[src/rtl/first_fit_heap_allocator_top_macros.svh]
`ifndef FIRST_FIT_HEAP_ALLOCATOR_TOP_MACROS_SVH
`define FIRST_FIT_HEAP_ALLOCATOR_TOP_MACROS_SVH

// Checks that hold in the same cycle as the condition.
`define FFHA_ASSERT_NOW(lbl, ante, cons, msg) \
	lbl: assert property (@(posedge clk) disable iff (!arst_n) (ante) |-> (cons)) \
		else $error(msg);

// Checks that hold in the cycle after the condition.
`define FFHA_ASSERT_NEXT(lbl, ante, cons, msg) \
	lbl: assert property (@(posedge clk) disable iff (!arst_n) (ante) |=> (cons)) \
		else $error(msg);

`endif

[src/rtl/ffha_pkg.sv]
package ffha_pkg;
	localparam int REQ_W  = 16;
	localparam int NEED_W = REQ_W - 2;
	localparam int FA_W   = 10;
	localparam int ADDR_W = 10;
	localparam int ST_W   = 2;

	localparam logic CMD_ALLOC = 1'b0;
	localparam logic CMD_FREE  = 1'b1;

	localparam logic [ST_W-1:0] ST_OK      = 2'd0;
	localparam logic [ST_W-1:0] ST_NOSPACE = 2'd1;
	localparam logic [ST_W-1:0] ST_NULL    = 2'd2;
endpackage

[src/rtl/ffha_req_if.sv]
interface ffha_req_if import ffha_pkg::*; ();
	logic             valid;
	logic             ready;
	logic             cmd;
	logic [REQ_W-1:0] req_size;
	logic [FA_W-1:0]  free_addr;

	modport source (output valid, output cmd, output req_size, output free_addr, input ready);
	modport sink (input valid, input cmd, input req_size, input free_addr, output ready);
endinterface

[src/rtl/ffha_rsp_if.sv]
interface ffha_rsp_if import ffha_pkg::*; ();
	logic              valid;
	logic              ready;
	logic [ST_W-1:0]   status;
	logic [ADDR_W-1:0] addr;

	modport source (output valid, output status, output addr, input ready);
	modport sink (input valid, input status, input addr, output ready);
endinterface

[src/rtl/ffha_ram.sv]
module ffha_ram #(
	parameter int WIDTH = 8,
	parameter int DEPTH = 256
) (
	input  logic                     clk,
	input  logic                     we,
	input  logic [$clog2(DEPTH)-1:0] waddr,
	input  logic [WIDTH-1:0]         wdata,
	input  logic [$clog2(DEPTH)-1:0] raddr,
	output logic [WIDTH-1:0]         rdata
);
	logic [WIDTH-1:0] mem [DEPTH];

	always_ff @(posedge clk) begin
		if (we) begin
			mem[waddr] <= wdata;
		end
		rdata <= mem[raddr];
	end
endmodule

[src/rtl/first_fit_heap_allocator_top.sv]
// Alloc: the walk reads headers from the heap start until the k-th one fits, then writes
// the header; a walk that leaves the heap after k headers ends in no space.
// Free: a null address answers with no walk, any other after a walk over n headers, which
// it reads one per cycle. A waiting result holds the block until it is taken.
// The block is ready for the next item in the cycle after the result loads.
// Reset (arst_n low) makes the whole heap one free block at once; no clearing pass is run.
`include "first_fit_heap_allocator_top_macros.svh"

module first_fit_heap_allocator_top import ffha_pkg::*; #(
	parameter int HEAP_BYTES = 1024
) (
	input logic         clk,
	input logic         arst_n,
	ffha_req_if.sink    req,
	ffha_rsp_if.source  rsp
);
	localparam int NGRAN = HEAP_BYTES / 4;
	localparam int GW    = $clog2(NGRAN);

	localparam logic [2:0] S_IDLE = 3'd0;
	localparam logic [2:0] S_AW   = 3'd1;
	localparam logic [2:0] S_AS   = 3'd2;
	localparam logic [2:0] S_FM   = 3'd3;
	localparam logic [2:0] S_F0   = 3'd4;
	localparam logic [2:0] S_FG   = 3'd5;
	localparam logic [2:0] S_FN   = 3'd6;
	localparam logic [2:0] S_OUT  = 3'd7;

	localparam logic [GW:0]   NGRAN_X = (GW + 1)'(NGRAN);
	localparam logic [GW-1:0] TOP_SZ  = GW'(NGRAN - 1);

	logic [2:0]        state_q, state_d;
	logic [GW-1:0]     g_q, g_d, nx_q, nx_d, gsz_q, gsz_d;
	logic [NEED_W-1:0] need_q, need_d;
	logic              split_q, split_d;
	logic [GW-1:0]     h_q, h_d;
	logic              hv_q, hv_d;
	logic [ST_W-1:0]   res_st_q, res_st_d;
	logic [ADDR_W-1:0] res_addr_q, res_addr_d;
	logic              rsp_valid_q;
	logic [ST_W-1:0]   rsp_st_q;
	logic [ADDR_W-1:0] rsp_addr_q;
	logic              sz0_q, fr0_q;
	logic              ld_out;

	logic [GW-1:0] rd_addr, ra_s1;
	logic          sz_we, fr_we, fr_wd;
	logic [GW-1:0] sz_wa, sz_wd, fr_wa;
	logic [GW-1:0] sz_raw, sz_rd;
	logic          fr_raw, fr_rd;

	logic [GW:0]       g1, nxt_a, nb, nx_m, nxt_n;
	logic [GW-1:0]     merged;
	logic [REQ_W-1:0]  szx, need16, rsum;
	logic              hit, split;
	logic [FA_W-3:0]   a8, h8;

	ffha_ram #(.WIDTH(GW), .DEPTH(NGRAN)) u_size_ram (
		.clk   (clk),
		.we    (sz_we),
		.waddr (sz_wa),
		.wdata (sz_wd),
		.raddr (rd_addr),
		.rdata (sz_raw)
	);

	ffha_ram #(.WIDTH(1), .DEPTH(NGRAN)) u_free_ram (
		.clk   (clk),
		.we    (fr_we),
		.waddr (fr_wa),
		.wdata (fr_wd),
		.raddr (rd_addr),
		.rdata (fr_raw)
	);

	assign sz_rd = (ra_s1 == '0 && sz0_q) ? TOP_SZ : sz_raw;
	assign fr_rd = (ra_s1 == '0 && fr0_q) ? 1'b1 : fr_raw;

	assign g1     = {1'b0, g_q} + (GW + 1)'(1);
	assign nxt_a  = g1 + {1'b0, sz_rd};
	assign merged = gsz_q + GW'(1) + sz_rd;
	assign nx_m   = g1 + {1'b0, merged};
	assign nxt_n  = {1'b0, nx_q} + (GW + 1)'(1) + {1'b0, sz_rd};

	assign szx    = REQ_W'(sz_rd);
	assign need16 = REQ_W'(need_q);
	assign hit    = fr_rd && (szx >= need16);
	assign split  = szx >= (need16 + REQ_W'(2));
	assign nb     = g1 + (GW + 1)'(need_q);

	assign rsum = req.req_size + REQ_W'(3);
	assign a8   = req.free_addr[FA_W-1:2];
	assign h8   = a8 - (FA_W - 2)'(1);

	assign req.ready  = (state_q == S_IDLE);
	assign rsp.valid  = rsp_valid_q;
	assign rsp.status = rsp_st_q;
	assign rsp.addr   = rsp_addr_q;

	always_comb begin
		state_d    = state_q;
		g_d        = g_q;
		nx_d       = nx_q;
		gsz_d      = gsz_q;
		need_d     = need_q;
		split_d    = split_q;
		h_d        = h_q;
		hv_d       = hv_q;
		res_st_d   = res_st_q;
		res_addr_d = res_addr_q;
		rd_addr    = '0;
		sz_we      = 1'b0;
		sz_wa      = g_q;
		sz_wd      = sz_rd;
		fr_we      = 1'b0;
		fr_wa      = g_q;
		fr_wd      = 1'b0;
		ld_out     = 1'b0;
		unique case (state_q)
			S_IDLE: begin
				if (req.valid) begin
					g_d        = '0;
					res_st_d   = ST_OK;
					res_addr_d = '0;
					unique case (req.cmd)
						CMD_ALLOC: begin
							need_d  = rsum[REQ_W-1:2];
							state_d = S_AW;
						end
						CMD_FREE: begin
							if (req.free_addr == '0) begin
								res_st_d = ST_NULL;
								state_d  = S_OUT;
							end else begin
								h_d     = GW'(h8);
								hv_d    = (a8 != '0) && (int'(h8) < NGRAN);
								state_d = S_FM;
							end
						end
						default: state_d = S_IDLE;
					endcase
				end
			end
			S_AW: begin
				if (hit) begin
					split_d = split;
					if (split && nb < NGRAN_X) begin
						sz_we = 1'b1;
						sz_wa = nb[GW-1:0];
						sz_wd = sz_rd - GW'(need_q) - GW'(1);
						fr_we = 1'b1;
						fr_wa = nb[GW-1:0];
						fr_wd = 1'b1;
					end
					state_d = S_AS;
				end else if (nxt_a >= NGRAN_X) begin
					res_st_d = ST_NOSPACE;
					state_d  = S_OUT;
				end else begin
					g_d     = nxt_a[GW-1:0];
					rd_addr = nxt_a[GW-1:0];
				end
			end
			S_AS: begin
				sz_we      = split_q;
				sz_wd      = GW'(need_q);
				fr_we      = 1'b1;
				fr_wd      = 1'b0;
				res_addr_d = ADDR_W'({g1, 2'b00});
				state_d    = S_OUT;
			end
			S_FM: begin
				fr_we   = hv_q;
				fr_wa   = h_q;
				fr_wd   = 1'b1;
				state_d = S_F0;
			end
			S_F0: begin
				g_d     = '0;
				state_d = S_FG;
			end
			S_FG: begin
				if (nxt_a >= NGRAN_X) begin
					state_d = S_OUT;
				end else if (fr_rd) begin
					gsz_d   = sz_rd;
					nx_d    = nxt_a[GW-1:0];
					rd_addr = nxt_a[GW-1:0];
					state_d = S_FN;
				end else begin
					g_d     = nxt_a[GW-1:0];
					rd_addr = nxt_a[GW-1:0];
				end
			end
			S_FN: begin
				if (fr_rd) begin
					sz_we = 1'b1;
					sz_wd = merged;
					gsz_d = merged;
					if (nx_m >= NGRAN_X) begin
						state_d = S_OUT;
					end else begin
						nx_d    = nx_m[GW-1:0];
						rd_addr = nx_m[GW-1:0];
					end
				end else if (nxt_n >= NGRAN_X) begin
					state_d = S_OUT;
				end else begin
					g_d     = nxt_n[GW-1:0];
					rd_addr = nxt_n[GW-1:0];
					state_d = S_FG;
				end
			end
			S_OUT: begin
				if (!rsp_valid_q || rsp.ready) begin
					ld_out  = 1'b1;
					state_d = S_IDLE;
				end
			end
			default: state_d = S_IDLE;
		endcase
	end

	always_ff @(posedge clk or negedge arst_n) begin
		if (!arst_n) begin
			state_q     <= S_IDLE;
			rsp_valid_q <= 1'b0;
			sz0_q       <= 1'b1;
			fr0_q       <= 1'b1;
		end else begin
			state_q <= state_d;
			if (ld_out) begin
				rsp_valid_q <= 1'b1;
			end else if (rsp.ready) begin
				rsp_valid_q <= 1'b0;
			end
			if (sz_we && sz_wa == '0) begin
				sz0_q <= 1'b0;
			end
			if (fr_we && fr_wa == '0) begin
				fr0_q <= 1'b0;
			end
		end
	end

	always_ff @(posedge clk) begin
		ra_s1      <= rd_addr;
		g_q        <= g_d;
		nx_q       <= nx_d;
		gsz_q      <= gsz_d;
		need_q     <= need_d;
		split_q    <= split_d;
		h_q        <= h_d;
		hv_q       <= hv_d;
		res_st_q   <= res_st_d;
		res_addr_q <= res_addr_d;
		if (ld_out) begin
			rsp_st_q   <= res_st_q;
			rsp_addr_q <= res_addr_q;
		end
	end

	`FFHA_ASSERT_NOW(a_walk_in_heap, (state_q == S_AW || state_q == S_FG), int'(g_q) < NGRAN, "walk header beyond heap end")
	`FFHA_ASSERT_NOW(a_merge_no_collide, (state_q == S_FN && sz_we && state_d == S_FN), rd_addr != sz_wa, "merge write hits the entry being read")
	`FFHA_ASSERT_NOW(a_fail_no_addr, (rsp_valid_q && rsp_st_q != ST_OK), rsp_addr_q == '0, "failed item carries an address")
	`FFHA_ASSERT_NEXT(a_load_shows, ld_out, rsp_valid_q && state_q == S_IDLE, "loaded result not presented")
endmodule
[src/flat_wrapper.sv]
// flat-port wrapper written by rule: the top's interface ports become plain ports
module first_fit_heap_allocator_top_flat import ffha_pkg::*;
#(
	parameter int HEAP_BYTES = 1024
)
  (clk, arst_n, req_valid, req_cmd, req_req_size, req_free_addr, req_ready, rsp_valid, rsp_status, rsp_addr, rsp_ready);
  ffha_req_if req_i ();
  ffha_rsp_if rsp_i ();
  input logic clk;
  input logic arst_n;
  input wire logic [$bits(req_i.valid)-1:0] req_valid;
  input wire logic [$bits(req_i.cmd)-1:0] req_cmd;
  input wire logic [$bits(req_i.req_size)-1:0] req_req_size;
  input wire logic [$bits(req_i.free_addr)-1:0] req_free_addr;
  output wire logic [$bits(req_i.ready)-1:0] req_ready;
  output wire logic [$bits(rsp_i.valid)-1:0] rsp_valid;
  output wire logic [$bits(rsp_i.status)-1:0] rsp_status;
  output wire logic [$bits(rsp_i.addr)-1:0] rsp_addr;
  input wire logic [$bits(rsp_i.ready)-1:0] rsp_ready;
  assign req_i.valid = req_valid;
  assign req_i.cmd = req_cmd;
  assign req_i.req_size = req_req_size;
  assign req_i.free_addr = req_free_addr;
  assign req_ready = req_i.ready;
  assign rsp_valid = rsp_i.valid;
  assign rsp_status = rsp_i.status;
  assign rsp_addr = rsp_i.addr;
  assign rsp_i.ready = rsp_ready;
  first_fit_heap_allocator_top #(.HEAP_BYTES(HEAP_BYTES)) u_core (.clk(clk), .arst_n(arst_n), .req(req_i), .rsp(rsp_i));
endmodule
[config.mk]
export PLATFORM = sky130hd
export DESIGN_NAME = first_fit_heap_allocator_top_flat
export DESIGN_NICKNAME = d
export VERILOG_FILES = /design/src/rtl/ffha_pkg.sv /design/src/rtl/ffha_req_if.sv /design/src/rtl/ffha_rsp_if.sv /design/src/rtl/ffha_ram.sv /design/src/rtl/first_fit_heap_allocator_top.sv /design/src/flat_wrapper.sv
export VERILOG_INCLUDE_DIRS = /design/src /design/src/rtl
export SDC_FILE = /design/constraint.sdc
export NUM_CORES = 2
export LEC_CHECK = 0
export BUFFER_PORTS_ARGS = -buffer_cell sky130_fd_sc_hd__buf_2
export CORE_MARGIN = 2
export CORE_UTILIZATION = 25
export DETAILED_ROUTE_END_ITERATION = 12
export PLACE_DENSITY = 0.47
export RECOVER_POWER = 25
export SYNTH_ARGS = -nofsm -noshare
export SYNTH_HDL_FRONTEND = slang
export SYNTH_SLANG_ARGS = --single-unit
[constraint.sdc]
create_clock -name clk -period 14.8 [get_ports clk]
set_input_delay 0.74 -clock clk [delete_from_list [all_inputs] [get_ports clk]]
set_output_delay 0.74 -clock clk [all_outputs]
set_load 0.05 [all_outputs]
== Word-level counts from Yosys, hierarchy flattened ==
Memories as Yosys holds them, arrays and structs flattened. A register that Yosys moved wholly into a read port is not among the register bits.
Index checks and enable logic that the tools add are counted.

* Add/subtract/negate cells: 13
* Magnitude comparators: 6
* Eq/ne operators: 22
* Mux-type cells: 67
* Bitwise gates (word level): 2
* Reduce and logical (&&, ||, !) cells: 28

{| class="wikitable"
|+ Operator list
! cell !! number
|-
| 8-bit two-way mux || 26
|-
| 8-bit one-hot mux with 2 select lines || 3
|-
| 8-bit one-hot mux with 3 select lines || 2
|-
| 8-bit one-hot mux with 5 select lines || 1
|-
| 9-bit by 8-bit adder with 9-bit output || 3
|-
| 9-bit greater-or-equal comparator (second input constant) || 3
|-
| 3-bit two-way mux || 9
|-
| 8-bit logical NOT || 3
|-
| 3-bit one-hot mux with 8 select lines || 1
|-
| 10-bit one-hot mux with 2 select lines || 1
|-
| 8-bit by 1-bit adder with 9-bit output (second input constant) || 2
|-
| 16-bit by 2-bit adder with 16-bit output (second input constant) || 1
|-
| 8-bit by 16-bit greater-or-equal comparator with 1-bit output || 1
|-
| 2-bit inequality test (second input constant) || 8
|-
| 8-bit by 1-bit subtractor with 8-bit output (second input constant) || 2
|-
| 14-bit by 2-bit adder with 15-bit output (second input constant) || 1
|-
| 8-bit by 14-bit greater-or-equal comparator with 1-bit output || 1
|-
| 3-bit == test (second input constant) || 4
|-
| 1-bit two-way mux || 12
|-
| 2-bit two-way mux || 6
|-
| 4-bit AND reduction || 3
|-
| 10-bit logical NOT || 1
|-
| 10-bit two-way mux || 1
|-
| 5-bit AND reduction || 2
|-
| 25 further kinds || 41
|}

* Register bits: 86
* Bits in writable memories: 2304
* Input port bits: 31
* Output and inout port bits: 14
* Logic and storage cells: 156
* Memories kept: 2

{| class="wikitable"
|+ Memory list
! name !! depth !! width !! read ports !! clocked after Yosys merged registers in !! wr ports !! line !! text
|-
| u_core.u_size_ram.mem || 256 || 8 || 1 || 1 || 1 || ffha_ram.sv:12 || <nowiki>logic [WIDTH-1:0] mem [DEPTH];</nowiki>
|-
| u_core.u_free_ram.mem || 256 || 1 || 1 || 1 || 1 || ffha_ram.sv:12 ||
|}

== Longest topological paths before layout ==
* Depth after elaboration: 10
* Gate-level depth with buffers: 33
* Gate-level depth less buffers: 27

== By module ==
From an unflattened synthesis, not the netlist that was laid out.

* Cells, all modules: 5232
* Area, all modules: 97149.4 µm²

{| class="wikitable"
|+ Modules (own cells, without submodules)
! module !! instances !! cells each !! area an instance (µm²) !! seq. area each (µm²)
|-
| ffha_ram (u_core.u_size_ram) || 1 || 3733 || 79556.3 || 61659.1
|-
| ffha_ram (u_core.u_free_ram) || 1 || 788 || 11128.2 || 7707.4
|-
| first_fit_heap_allocator_top || 1 || 711 || 6465.0 || 2354.8
|}

== Least setup slack after synthesis ==
Ideal clock, no wire load.

* Path type: register -> register
* From: register u_core.ra_s1[5]
* To: memory u_core.u_size_ram.mem[0][7], data pin
* Setup time: 1.659 ns
* Arrival: 10.223 ns
* Required time: 13.141 ns
* Setup slack: 2.918 ns
* Cell stages (with the launch flop): 18
* Path buffers: 1
* Clock period less this slack: 11.882 ns
* Cells stage by stage: dfxtp_1 nor4_1 and3_1 clkbuf_1 nor2_1 inv_1 ha_1 a21o_1 a21o_1 a21oi_1 o21bai_1 a21o_1 a21oi_1 xnor2_1 mux2i_1 a221oi_1 a21oi_1 a2bb2oi_1

* Cells in the longest elaborated chain, start to end: 8
* Elaborated cells on any way between the ends: 16
* Classes of those cells: add/sub: 3; order compare: 2; mux: 6; reduce/logical: 5

{| class="wikitable"
|+ Ends and longest elaborated chain
! element !! line !! text
|-
| start, declared || first_fit_heap_allocator_top.sv:46 || <nowiki>logic [GW-1:0] rd_addr, ra_s1;</nowiki>
|-
| start signal, assigned || first_fit_heap_allocator_top.sv:247 || <nowiki>ra_s1 <= rd_addr;</nowiki>
|-
| 8-bit logical NOT * || first_fit_heap_allocator_top.sv:76, first_fit_heap_allocator_top.sv:77 ||
|-
| 1-bit logical AND || first_fit_heap_allocator_top.sv:76 || <nowiki>assign sz_rd = (ra_s1 == '0 && sz0_q) ? TOP_SZ : sz_raw;</nowiki>
|-
| 8-bit two-way mux || first_fit_heap_allocator_top.sv:76 ||
|-
| 8-bit subtractor or 8-bit by 16-bit greater-or-equal comparator with 1-bit output (tied branches) || first_fit_heap_allocator_top.sv:150, first_fit_heap_allocator_top.sv:88 ||
|-
| 8-bit by 1-bit subtractor with 8-bit output or 1-bit logical AND (tied branches) || first_fit_heap_allocator_top.sv:150, first_fit_heap_allocator_top.sv:147 ||
|-
| 8-bit two-way mux || first_fit_heap_allocator_top.sv:147 || <nowiki>if (split && nb < NGRAN_X) begin</nowiki>
|-
| 8-bit two-way mux || first_fit_heap_allocator_top.sv:145 || <nowiki>if (hit) begin</nowiki>
|-
| 8-bit one-hot mux with 3 select lines * || first_fit_heap_allocator_top.sv:119 || <nowiki>unique case (state_q)</nowiki>
|-
| net u_core.sz_wd[7] || first_fit_heap_allocator_top.sv:48 || <nowiki>logic [GW-1:0] sz_wa, sz_wd, fr_wa;</nowiki>
|-
| end, declared || ffha_ram.sv:12 ||
|}

The timed path passes the listed nets; every way through them passes the cells marked *.

== Worst setup path in the final report ==
* From: register u_core.g_q[0]
* To: memory u_core.u_size_ram.mem[188][0], data pin

* Cells in the longest elaborated chain, start to end: 7

{| class="wikitable"
|+ Ends and longest elaborated chain
! element !! line !! text
|-
| start, declared || first_fit_heap_allocator_top.sv:33 || <nowiki>logic [GW-1:0] g_q, g_d, nx_q, nx_d, gsz_q, gsz_d;</nowiki>
|-
| start signal, assigned || first_fit_heap_allocator_top.sv:248 || <nowiki>g_q <= g_d;</nowiki>
|-
| 8-bit by 1-bit adder with 9-bit output || first_fit_heap_allocator_top.sv:79 || <nowiki>assign g1 = {1'b0, g_q} + (GW + 1)'(1);</nowiki>
|-
| net u_core.g1[4] || first_fit_heap_allocator_top.sv:52 || <nowiki>logic [GW:0] g1, nxt_a, nb, nx_m, nxt_n;</nowiki>
|-
| 9-bit adder || first_fit_heap_allocator_top.sv:89 || <nowiki>assign nb = g1 + (GW + 1)'(need_q);</nowiki>
|-
| 9-bit less-than comparator || first_fit_heap_allocator_top.sv:147 ||
|-
| 1-bit logical AND || first_fit_heap_allocator_top.sv:147 ||
|-
| 8-bit two-way mux || first_fit_heap_allocator_top.sv:147 ||
|-
| 8-bit two-way mux || first_fit_heap_allocator_top.sv:145 ||
|-
| 8-bit one-hot mux with 3 select lines || first_fit_heap_allocator_top.sv:119 ||
|-
| net u_core.sz_wd[0] || first_fit_heap_allocator_top.sv:48 ||
|}

The timed path passes the listed nets, and every way through them passes these cells.

==> metrics.yaml <==
path_cells: "ha_1, nand3_1, xnor2_1, ha_1, a21boi_0, o21a_1, o211a_1, or3_1, and4_1, nand2b_1, o21ai_0, a22oi_1, clkbuf_1, clkbuf_2"
max_stage_delay_ns: 3.19
crit_type: "reg2reg"
ys_warn_count: 0
rr_startpoint: "u_core.g_q[0]"
end_kind: "register"
ant_nets: 0
fin_worst_skew_ns: 0.0668
vias: 66200
layout_min_cycle_time_ns: 11.29
synthCells: 7884
grt_pass1_wl_um: 482000
worst_pin_slew_ns: 4.67
cts_tree: "yes"
rows: 232
violations: "max-capacitance violations, max-slew violations"
die_y_um: 636
crit_buf_inv: 2
setup_tns_ns: 0
hold_path_class: "in2reg"
period_share: 0.763
setup_viol: 0
seq_area_frac_synth: 0.718
drtIter0Drc: 7847
htree_levels: 5
dpl.hpwl_um: 198000
fmax_mhz: 88.6
root_buffer: "clkbuf_16"
wl_per_cell_um: 25.7
yosys.area.top_type: "edfxtp_1"
outcome: "finished, violations left"
core-area_mm2: 0.399
crit_top_cell: "ha_1"
critical_path.endpoint: "u_core.u_size_ram.mem[188][0]"
async_flop_share: 0.00251
synth_most_common_cell: "edfxtp_1"
post-cts-setup-buffer-count: 0
crit_start: "u_core.g_q[0]"
syn2layout_area_growth_pct: 13.8
routed_wl_um: 343000
worstPathArrival_ns: 11.29
finalNetCount: 7943
cts_resized: 0
yosys.area.top_type_share: 0.713
ff2ff_setup_slack_ns: 3.51
die-area_mm2: 0.404
synth_commonest_cells: "edfxtp_1, nand2_1, nand3_1, nor2_1, buf_2"
gp_congestion: 0.849
path_max_fanout: 192
fin_util: 0.285
io_buffers: 42
path_clk_slew_ns: 0.06
cts.sinks: 2395
cp-start-kind: "register"
numCtsBuffers: 273
syn_area_per_cell_um2: 12.7
n_fill_cell: 40500
grt_util_all_layers: 0.163
num_io_pins: 45
clock_latency_ns: 0.91
grt-ovfl-total: 0
relSlewSlack: -2.12
synth_edf_count: 2372
netlist-cell-type-count: 95
drv_slew: 559
rsz0062_at_grt: "false"
r2r-end: "u_core.u_size_ram.mem[188][0]"
cap_violations: 8
yosys-top-cells-area: "edfxtp_1, nand2_1, nand3_1"
drc: 0
worst-endpoint-required_ns: 14.80
crit_family: "buffers and inverters"
dr.pass1.iters: 6
reg2reg_depth: 14
ys_seq_elements: 2395
avgViaCountPerCell: 4.97
synth-main-ff-cell: "edfxtp_1"
cts_hold_buf: 1
drive_above_1_share: 0.0710
hold_viol_final: 0
syn_area_mm2: 0.0998
initial_core_util: 0.251
grt_pass1_vias: 63300
grt_max_degree: 199
critPathSlowestCell: "clkbuf_2"
antenna_found_initial: 22
die_w_um: 636
clock_path_buffers: 4
worst-path-stages: 14
## kinds of logic after synthesis
logic type | synth area share
DFF | 0.718
muxes | 0.0200
adders and majority gates | 0.00872
AOI/OAI and AO/OA | 0.0584
and+or+nand+nor | 0.160
xor gates and xnor gates | 0.00561
buffers and inverters | 0.0284
other | 0.0000376
## worst register-to-register path, delay by kind of cell, from the launching register on
kind | cells | cell delay, ns
DFF | 1 | 0.62
AOI/OAI and AO/OA | 5 | 0.95
xor gates and xnor gates | 1 | 0.91
and+or+nand+nor | 4 | 1.15
buffers and inverters | 2 | 5.55
adders and majority gates | 2 | 0.69
## how the worst min path moves through the flow
stage                                    start                 end  depth (start not counted)
after global routing          req_req_size[15]   u_core.need_q[13]                          2
after CTS                      req_req_size[4]    u_core.need_q[2]                          2
after detailed placement  u_core.res_addr_q[7]  u_core.rsp.addr[7]                          0
after floorplan           u_core.res_addr_q[2]  u_core.rsp.addr[2]                          0
final                                rsp_ready    u_core.rsp.valid                          3
after global placement    u_core.res_addr_q[5]  u_core.rsp.addr[5]                          0
## routing by layer
layer / global-route usage / wire length [um] / share of wire / vias to the layer above
li1: - / - / - / 28900
met1: 0.223 / 146000 / 0.43 / 34100
met2: 0.263 / 160000 / 0.47 / 2680
met3: 0.0251 / 25200 / 0.073 / 500
met4: 0.0512 / 11100 / 0.033 / 4
met5: 0 / 27 / 0.000079 / -
## registers in the layout, indices dropped and copies added, names as in the netlist
name,flops
u_core.need_q,14
u_core.u_free_ram.rdata,1
u_core.u_size_ram.rdata,8
u_core.split_q,1
u_core.rsp.valid,1
u_core.gsz_q,8
u_core.res_st_q,2
u_core.rsp.status,2
u_core.rsp.addr,8
u_core.h_q,8
u_core.nx_q,8
u_core.g_q,8
u_core.sz0_q,1
u_core.fr0_q,1
u_core.hv_q,1
u_core.res_addr_q,8
u_core.ra_s1,8
u_core.state_q,3
u_core.u_free_ram.mem,256
u_core.u_size_ram.mem,2048
## layout make-up
class,instances,area [um^2],area share
multi-input combinational,4926,25400,0.223
clock buffer,350,7300,0.0642
inverter,62,248,0.00218
sequential,2395,71700,0.631
antenna,3,7.51,0.0000661
clock inverter,126,913,0.00804
timing repair buffer,188,1470,0.0129
tap,5265,6590,0.0580
## cell usage in the layout (no fill, tap or decap), types with 60 or more instances in the layout
master     instances
edfxtp_1        2372
clkbuf_1          93
and3_1            68
nor2_1           633
o21ai_0           61
a32oi_1           80
a31oi_1          190
nand4_1          141
buf_4            118
clkinv_1          61
ha_1              60
a21oi_1          175
clkbuf_16        281
nand2_1         2033
nand3_1          683
mux2i_1          195
## metrics by stage
stage	cells	area, um^2	hold WS, ns	worst slack, ns
after CTS	13300	114000	0.117	5.49
final	13300	114000	0.174	3.51
after detailed placement	12800	106000	0.408	5.50
after floorplan	7885	99800	0.400	2.92
after global placement	12800	106000	0.426	4.98
after global routing	13300	114000	0.170	2.93
Power is not shown: default switching activity piles up to over one toggle a cycle in this logic, so the estimate is an artifact.
